<file path="src/rtl/core/durs_pkg.sv">
package durs_pkg;

  // Default width of the per-sensor echo counters
  localparam int unsigned DIST_BITS_DEF = 8;

  // Field widths
  localparam int unsigned TICK_W  = 16;
  localparam int unsigned SCALE_W = 4;
  localparam int unsigned DIST_W  = 12;
  localparam int unsigned CFG_W   = 16;
  localparam int unsigned CFG_IDX_W = 2;

  // Register reset values
  localparam logic [TICK_W-1:0]  REPLY_TIMEOUT_RST = 16'd18;
  localparam logic [TICK_W-1:0]  SETTLE_LIMIT_RST  = 16'd103;
  localparam logic [SCALE_W-1:0] UNIT_SCALE_RST    = 4'd5;

  // Register indexes
  localparam logic [CFG_IDX_W-1:0] REG_REPLY_TIMEOUT = 2'd0;
  localparam logic [CFG_IDX_W-1:0] REG_SETTLE_LIMIT  = 2'd1;
  localparam logic [CFG_IDX_W-1:0] REG_UNIT_SCALE    = 2'd2;

  // Sequencer phases
  typedef enum logic [3:0] {
    PH_IDLE     = 4'd0,
    PH_TRIG_R   = 4'd1,
    PH_WAIT_R   = 4'd2,
    PH_READ_R   = 4'd3,
    PH_SETTLE_R = 4'd4,
    PH_TRIG_L   = 4'd5,
    PH_WAIT_L   = 4'd6,
    PH_READ_L   = 4'd7,
    PH_SETTLE_L = 4'd8
  } durs_phase_t;

  // One result transaction
  typedef struct packed {
    logic              trig_right;
    logic              trig_left;
    logic              ready;
    logic [DIST_W-1:0] distance;
  } durs_res_t;

endpackage

</file>
<file path="src/rtl/core/durs_seq.sv">
module durs_seq #(
  parameter int unsigned DistBits = durs_pkg::DIST_BITS_DEF
) (
  input  logic                            clk,
  input  logic                            rst_n,
  input  logic                            step,
  input  logic                            kind,
  input  logic                            echo_right,
  input  logic                            echo_left,
  input  logic [durs_pkg::TICK_W-1:0]     reply_timeout,
  input  logic [durs_pkg::TICK_W-1:0]     settle_limit,
  input  logic [durs_pkg::SCALE_W-1:0]    unit_scale,
  output durs_pkg::durs_res_t             res
);
  import durs_pkg::*;

  localparam int unsigned ProdW = DistBits + SCALE_W;
  localparam int unsigned CmpW  = (ProdW > DIST_W) ? ProdW : DIST_W;
  localparam logic [DistBits-1:0] DistMax = '1;
  localparam logic [TICK_W-1:0]   TickMax = '1;
  localparam logic [DIST_W-1:0]   OutMax  = '1;

  durs_phase_t         phase_r, phase_nxt;
  logic [TICK_W-1:0]   tick_count_r, tick_count_nxt;
  logic [DistBits-1:0] dist_right_r, dist_right_nxt;
  logic [DistBits-1:0] dist_left_r, dist_left_nxt;

  logic [TICK_W-1:0]   tick_inc;
  logic [DistBits-1:0] dist_min;
  logic [ProdW-1:0]    prod;
  logic [CmpW-1:0]     prod_ext;
  logic                trig_right;
  logic                trig_left;

  // Saturating tick counter increment
  assign tick_inc = (tick_count_r != TickMax) ? tick_count_r + 1'b1 : tick_count_r;

  // Next state and strobes for one transaction
  always_comb begin
    phase_nxt      = phase_r;
    tick_count_nxt = tick_count_r;
    dist_right_nxt = dist_right_r;
    dist_left_nxt  = dist_left_r;
    trig_right     = 1'b0;
    trig_left      = 1'b0;
    if (kind) begin
      phase_nxt = PH_TRIG_R;
    end else begin
      unique case (phase_r)
        PH_TRIG_R: begin
          trig_right     = 1'b1;
          tick_count_nxt = '0;
          phase_nxt      = PH_WAIT_R;
        end
        PH_WAIT_R: begin
          tick_count_nxt = tick_inc;
          if (echo_right) begin
            phase_nxt      = PH_READ_R;
            dist_right_nxt = '0;
          end
          // timeout takes priority over a coincident echo rise
          if (tick_inc > reply_timeout) begin
            phase_nxt      = PH_SETTLE_R;
            dist_right_nxt = '0;
          end
        end
        PH_READ_R: begin
          tick_count_nxt = tick_inc;
          if (dist_right_r != DistMax) dist_right_nxt = dist_right_r + 1'b1;
          if (!echo_right) phase_nxt = PH_SETTLE_R;
        end
        PH_SETTLE_R: begin
          tick_count_nxt = tick_inc;
          if (tick_inc > settle_limit) phase_nxt = PH_TRIG_L;
        end
        PH_TRIG_L: begin
          trig_left      = 1'b1;
          tick_count_nxt = '0;
          phase_nxt      = PH_WAIT_L;
        end
        PH_WAIT_L: begin
          tick_count_nxt = tick_inc;
          if (echo_left) begin
            phase_nxt     = PH_READ_L;
            dist_left_nxt = '0;
          end
          if (tick_inc > reply_timeout) begin
            phase_nxt     = PH_SETTLE_L;
            dist_left_nxt = '0;
          end
        end
        PH_READ_L: begin
          tick_count_nxt = tick_inc;
          if (dist_left_r != DistMax) dist_left_nxt = dist_left_r + 1'b1;
          if (!echo_left) phase_nxt = PH_SETTLE_L;
        end
        PH_SETTLE_L: begin
          tick_count_nxt = tick_inc;
          if (tick_inc > settle_limit) phase_nxt = PH_IDLE;
        end
        default: begin
        end
      endcase
    end
  end

  // Result fields from the updated state
  assign dist_min  = (dist_right_nxt < dist_left_nxt) ? dist_right_nxt : dist_left_nxt;
  assign prod      = ProdW'(dist_min) * ProdW'(unit_scale);
  assign prod_ext  = CmpW'(prod);
  assign res.trig_right = trig_right;
  assign res.trig_left  = trig_left;
  assign res.ready = (phase_nxt == PH_IDLE) || (phase_nxt == PH_SETTLE_L);
  assign res.distance = (prod_ext > CmpW'(OutMax)) ? OutMax : prod_ext[DIST_W-1:0];

  // State registers, updated once per accepted transaction
  always_ff @(posedge clk) begin
    if (!rst_n) begin
      phase_r      <= PH_IDLE;
      tick_count_r <= '0;
      dist_right_r <= '0;
      dist_left_r  <= '0;
    end else if (step) begin
      phase_r      <= phase_nxt;
      tick_count_r <= tick_count_nxt;
      dist_right_r <= dist_right_nxt;
      dist_left_r  <= dist_left_nxt;
    end
  end

endmodule

</file>
<file path="src/rtl/core/dual_ultrasonic_ranger_sequencer.sv">
// An accepted transaction's result is captured straight into the single output register.
// Throughput: one transaction per cycle while out_ready drains a waiting result; the
// state update and min-times-scale product sit between input handshake and result register.
// Reset (synchronous, rst_n low): phase idle, counters and distances zero, registers back
// to 18 / 103 / 5, output register empty.
module dual_ultrasonic_ranger_sequencer #(
  parameter int unsigned DIST_BITS = durs_pkg::DIST_BITS_DEF
) (
  input  logic                              clk,
  input  logic                              rst_n,
  // input channel
  input  logic                              in_valid,
  output logic                              in_ready,
  input  logic                              in_kind,
  input  logic                              in_echo_right,
  input  logic                              in_echo_left,
  // result channel
  output logic                              out_valid,
  input  logic                              out_ready,
  output logic                              out_trigger_right,
  output logic                              out_trigger_left,
  output logic                              out_ready_res,
  output logic [durs_pkg::DIST_W-1:0]       out_distance_cm,
  // configuration port
  input  logic                              cfg_we,
  input  logic [durs_pkg::CFG_IDX_W-1:0]    cfg_index,
  input  logic [durs_pkg::CFG_W-1:0]        cfg_wdata
);
  import durs_pkg::*;

  logic [TICK_W-1:0]  reply_timeout_r;
  logic [TICK_W-1:0]  settle_limit_r;
  logic [SCALE_W-1:0] unit_scale_r;

  logic      accept;
  logic      out_valid_r, out_valid_nxt;
  durs_res_t res_nxt;
  durs_res_t res_r;

  // Configuration registers; unknown indexes are dropped
  always_ff @(posedge clk) begin
    if (!rst_n) begin
      reply_timeout_r <= REPLY_TIMEOUT_RST;
      settle_limit_r  <= SETTLE_LIMIT_RST;
      unit_scale_r    <= UNIT_SCALE_RST;
    end else if (cfg_we) begin
      unique case (cfg_index)
        REG_REPLY_TIMEOUT: reply_timeout_r <= cfg_wdata;
        REG_SETTLE_LIMIT:  settle_limit_r  <= cfg_wdata;
        REG_UNIT_SCALE:    unit_scale_r    <= cfg_wdata[SCALE_W-1:0];
        default: begin
        end
      endcase
    end
  end

  // Take a new transaction whenever the result register is free or draining
  assign in_ready      = !out_valid_r || out_ready;
  assign accept        = in_valid && in_ready;
  assign out_valid_nxt = accept || (out_valid_r && !out_ready);

  durs_seq #(
    .DistBits (DIST_BITS)
  ) u_seq (
    .clk           (clk),
    .rst_n         (rst_n),
    .step          (accept),
    .kind          (in_kind),
    .echo_right    (in_echo_right),
    .echo_left     (in_echo_left),
    .reply_timeout (reply_timeout_r),
    .settle_limit  (settle_limit_r),
    .unit_scale    (unit_scale_r),
    .res           (res_nxt)
  );

  // Result register
  always_ff @(posedge clk) begin
    if (!rst_n) begin
      out_valid_r <= 1'b0;
    end else begin
      out_valid_r <= out_valid_nxt;
    end
  end

  always_ff @(posedge clk) begin
    if (accept) begin
      res_r <= res_nxt;
    end
  end

  assign out_valid         = out_valid_r;
  assign out_trigger_right = res_r.trig_right;
  assign out_trigger_left  = res_r.trig_left;
  assign out_ready_res     = res_r.ready;
  assign out_distance_cm   = res_r.distance;

endmodule

</file>
<file path="config.mk">
export PLATFORM = sky130hd
export DESIGN_NAME = dual_ultrasonic_ranger_sequencer
export DESIGN_NICKNAME = d
export VERILOG_FILES = /design/src/rtl/core/durs_pkg.sv /design/src/rtl/core/durs_seq.sv /design/src/rtl/core/dual_ultrasonic_ranger_sequencer.sv
export SDC_FILE = /design/constraint.sdc
export NUM_CORES = 1
export LEC_CHECK = 0
export ABC_AREA = 0
export BUFFER_PORTS_ARGS = -buffer_cell sky130_fd_sc_hd__buf_2
export CORE_ASPECT_RATIO = 1.2
export CORE_MARGIN = 5
export CORE_UTILIZATION = 50
export CTS_CLUSTER_DIAMETER = 60
export DETAILED_ROUTE_END_ITERATION = 6
export PLACE_DENSITY = 0.68
export SYNTH_ARGS = -nofsm -noshare
export SYNTH_HDL_FRONTEND = slang
export SYNTH_SLANG_ARGS = --single-unit
</file>
<file path="constraint.sdc">
create_clock -name clk -period 10.42 [get_ports clk]
set_input_delay 1.042 -clock clk [delete_from_list [all_inputs] [get_ports clk]]
set_output_delay 1.042 -clock clk [all_outputs]
set_load 0.01 [all_outputs]
</file>
==> flow_summary_export.csv <==
group,metric,value,unit
placement,place_congestion,0.9073,
power_and_ir_drop,internal_power,685.2,µW
clock_tree,clock-sinks,88,
setup_path,cpMaxStageDelayCell,"fa_1",
power_and_ir_drop,sw_frac_of_total,0.2877,
synthesis,yosys_most_used_dff,"dfxtp_1",
setup_path,cp-end-kind,"flip-flop",
synthesis,synthesis.area,0.006436,mm²
grt,grt_max_degree,48,
floorplan,start_util,0.5080,
power_and_ir_drop,p_leak,2.943,nW
grt,grt_pass1_wl,27.10,mm
grt,grt_pass1_vias,5723,
sta,max_freq,103.3,MHz
sta,tns,0,ps
synthesis,ys_warn_count,0,
power_and_ir_drop,peakVddDrop,75.67,µV
setup_path,cpPeakStageDelay,540,ps
route,detail-route-antenna-nets,0,
hold_path,worst_hold_path_type,"flip-flop to flip-flop",
sta,slew_headroom,0.2516,
finish,synthToLayoutAreaGrowth,10.09,%
sta,setup_viol_count_final,0,
finish,final_area,0.007086,mm²
setup_path,critical_path_class,"flip-flop to flip-flop",
floorplan,io_pins,43,
clock_tree,postCtsHoldBufs,0,
hold_path,holdPathEnd,"settle_limit_r[11]$_SDFFE_PN0P_",
placement,io_buffers,42,
setup_path,required,10520,ps
route,drcViolationCount,0,
grt,grt_use_total,0.2177,
power_and_ir_drop,combPwrFrac,0.211,
power_and_ir_drop,pwr-share-seq,0.401,
floorplan,die_width,113.6,µm
job,drv_cap,0,
synthesis,synth_edf_count,15,
clock_tree,cts_made_buffers,9,
clock_tree,clkTransAtPathRegs,70,ps
finish,antenna_cells,0,
power_and_ir_drop,pwr_density_cell,135.8,mW/mm²
sta,finalHoldViolCount,0,
synthesis,postSynthCellCount,809,
outcome,status,"finished clean",
placement,dpl.hpwl,12.71,mm
grt,antenna_found_initial,0,
clock_tree,clock_latency,350,ps
floorplan,coreArea,0.01267,mm²
route,drt-wirelength-per-cell,16.77,µm
floorplan,die_h,134.3,µm
finish,drive_gt1_frac,0.1011,
sta,rsz0062_at_grt,"no",
setup_path,reg2reg_slack,740,ps
floorplan,row_count,45,
sta,fin_crit,9680,ps
route,dr.pass1.iters,6,
setup_path,worst_r2r_path_depth,37,
floorplan,die-area,0.01525,mm²
setup_path,cp_common_cell,"a21oi_1",
hold_path,hold_depth,2,
synthesis,async_flop_share,0,
placement,placed_cell_area,0.006733,mm²
grt,grt-ovfl-total,0,
sta,fin_worst_skew,10.70,ps
synthesis,synth_seq_area_share,0.2970,
setup_path,reg2reg_from,"u_seq.tick_count_r[5]$_SDFFE_PN0P_",
synthesis,ys_ff_latch,88,
synthesis,synth_nets,903,
finish,nets,920,
setup_path,worst_ep_arrival_time,9780,ps
sta,fin_crit_sh,0.9290,
clock_tree,cts_buffer_depth,2,
synthesis,synth_area_per_cell,7.956,µm²
route,finalWirelength,16.69,mm
clock_tree,root_buffer,"clkbuf_16",
sta,slew_violations,0,
power_and_ir_drop,p_switching,276.7,µW
finish,final.fill_count,1216,
clock_tree,cts_tree,"done",
route,vias,5965,
setup_path,crit_path_start_kind,"flip-flop",
sta,worst_slew_pin_slew,1118,ps
clock_tree,htreeDepth,3,
setup_path,cp_max_fo,20,
synthesis,synth.distinct_cells,71,
hold_path,hp-start,"settle_limit_r[11]$_SDFFE_PN0P_",
route,drtIter0Drc,302,
setup_path,r2r_end,"out_distance_cm[11]$_SDFFCE_PN1P_",
route,viasPerCell,5.995,
power_and_ir_drop,clock_power_share,0.388,
-- stage by stage --
stage / worst slack [ps] / util / hold slack (ps) / power, mW / instances
floorplan: 1865 / - / 436.3 / 0.5437 / 809
global placement: 877.7 / 0.5315 / 445.3 / 0.5904 / 979
detailed placement: 573.8 / 0.5315 / 448.9 / 0.5960 / 979
CTS: 474.0 / 0.5586 / 458.0 / 0.9707 / 995
global route: 181.5 / 0.5593 / 477.6 / 1.015 / 995
finish: 740.2 / 0.5593 / 454.6 / 0.9619 / 995
-- cell families (layout without fill, tap and decap cells) --
| group | count (synthesis) | after routing | share of synthesized area |
|---|---|---|---|
| buffers and inverters | 107 | 129 | 0.06415 |
| adder cells (fa/ha/maj) | 69 | 69 | 0.1479 |
| XOR/XNOR | 22 | 22 | 0.02994 |
| AO/OA/AOI/OAI | 230 | 230 | 0.2411 |
| flip-flops | 88 | 88 | 0.2970 |
| multiplexers | 6 | 6 | 0.009526 |
| AND/OR/NAND/NOR | 287 | 287 | 0.2103 |
-- critical path: cells and delay by family (launching register included) --
kind,cells,cell delay (ps)
xor+xnor,2,380
compound gates,15,3520
simple gates,14,3130
flops,1,360
fa+ha+maj,5,1980
buf+inv,1,50
-- timing repair --
item	CTS	global route
setup buffers	0	0
gates resized for setup	0	2
setup endpoints to repair	0	3
-- flip-flops by register name (all words and copies together) (netlist names) --
name / count
out_distance_cm: 12
out_ready_res: 1
u_seq.tick_count_r: 16
u_seq.dist_left_r: 8
u_seq.dist_right_r: 8
u_seq.phase_r: 4
out_trigger_right: 1
out_valid: 1
unit_scale_r: 4
reply_timeout_r: 16
settle_limit_r: 16
out_trigger_left: 1
-- per-layer routing --
metal,part of all wire,up-vias,GRT usage
met2,0.51,175,0.3906
met1,0.40,2789,0.2417
met3,0.038,51,0.03700
met4,0.049,0,0.1189
met5,0,-,0
li1,-,2950,-
-- power by group through the flow --
stage / clock [mW] / sequential, mW / combinational (mW)
2_1_floorplan: 0 / 0.396 / 0.148
3_3_place_gp: 0 / 0.392 / 0.198
3_5_place_dp: 0 / 0.393 / 0.203
4_1_cts: 0.380 / 0.385 / 0.205
5_1_grt: 0.396 / 0.388 / 0.230
6_report: 0.373 / 0.386 / 0.203
-- cells in the final DEF, fill, tap and decap left out, types with 9 or more instances in the layout --
master     instances
buf_2             42
and3_1            16
nor3_1            17
nand4_1           12
and2_1             9
inv_1             64
o21ai_0           26
ha_1              56
nand3_1           16
xnor2_1           16
o211ai_1          13
edfxtp_1          15
a211oi_1          26
a21oi_1           70
nand2_1          112
dfxtp_1           73
a41oi_1            9
clkbuf_16          9
nor2_1            63
a21o_1             9
fa_1              12
-- synth_stat cells, types with 15 or more instances --
library cell  instances  share of area
a21oi_1              71          0.055
o21ai_0              26          0.020
dfxtp_1              73           0.23
nor3_1               17          0.013
edfxtp_1             15          0.070
inv_1                64          0.037
clkbuf_1             36          0.021
nand3_1              17          0.013
xnor2_1              16          0.022
and3_1               16          0.016
nand2_1             112          0.065
ha_1                 56           0.11
nor2_1               63          0.037
a211oi_1             26          0.030
-- how the worst max path moves through the flow --
stage | startpoint | end | slack (ps) | depth (start not counted)
2_1_floorplan | u_seq.tick_count_r[5]$_SDFFE_PN0P_ | out_distance_cm[11]$_SDFFCE_PN1P_ | 1870 | 39
3_3_place_gp | u_seq.tick_count_r[5]$_SDFFE_PN0P_ | out_distance_cm[11]$_SDFFCE_PN1P_ | 880 | 37
3_5_place_dp | u_seq.tick_count_r[5]$_SDFFE_PN0P_ | out_distance_cm[11]$_SDFFCE_PN1P_ | 570 | 37
4_1_cts | u_seq.tick_count_r[5]$_SDFFE_PN0P_ | out_distance_cm[11]$_SDFFCE_PN1P_ | 470 | 37
5_1_grt | u_seq.tick_count_r[5]$_SDFFE_PN0P_ | out_distance_cm[11]$_SDFFCE_PN1P_ | 180 | 37
6_report | u_seq.tick_count_r[5]$_SDFFE_PN0P_ | out_distance_cm[11]$_SDFFCE_PN1P_ | 740 | 37
-- final cells by class --
type                    instances  area (µm²)  area share
clock buffers                   9       225.2     0.03179
multi-input cells             614        4125      0.5822
inverters                      65       244.0     0.03443
well taps                     164       205.2     0.02896
repair buffers                 48       255.2     0.03602
clock inverters                 7       118.9     0.01678
flip-flops and latches         88        1912      0.2698
No activity file was read; power rests on OpenSTA's default activity.
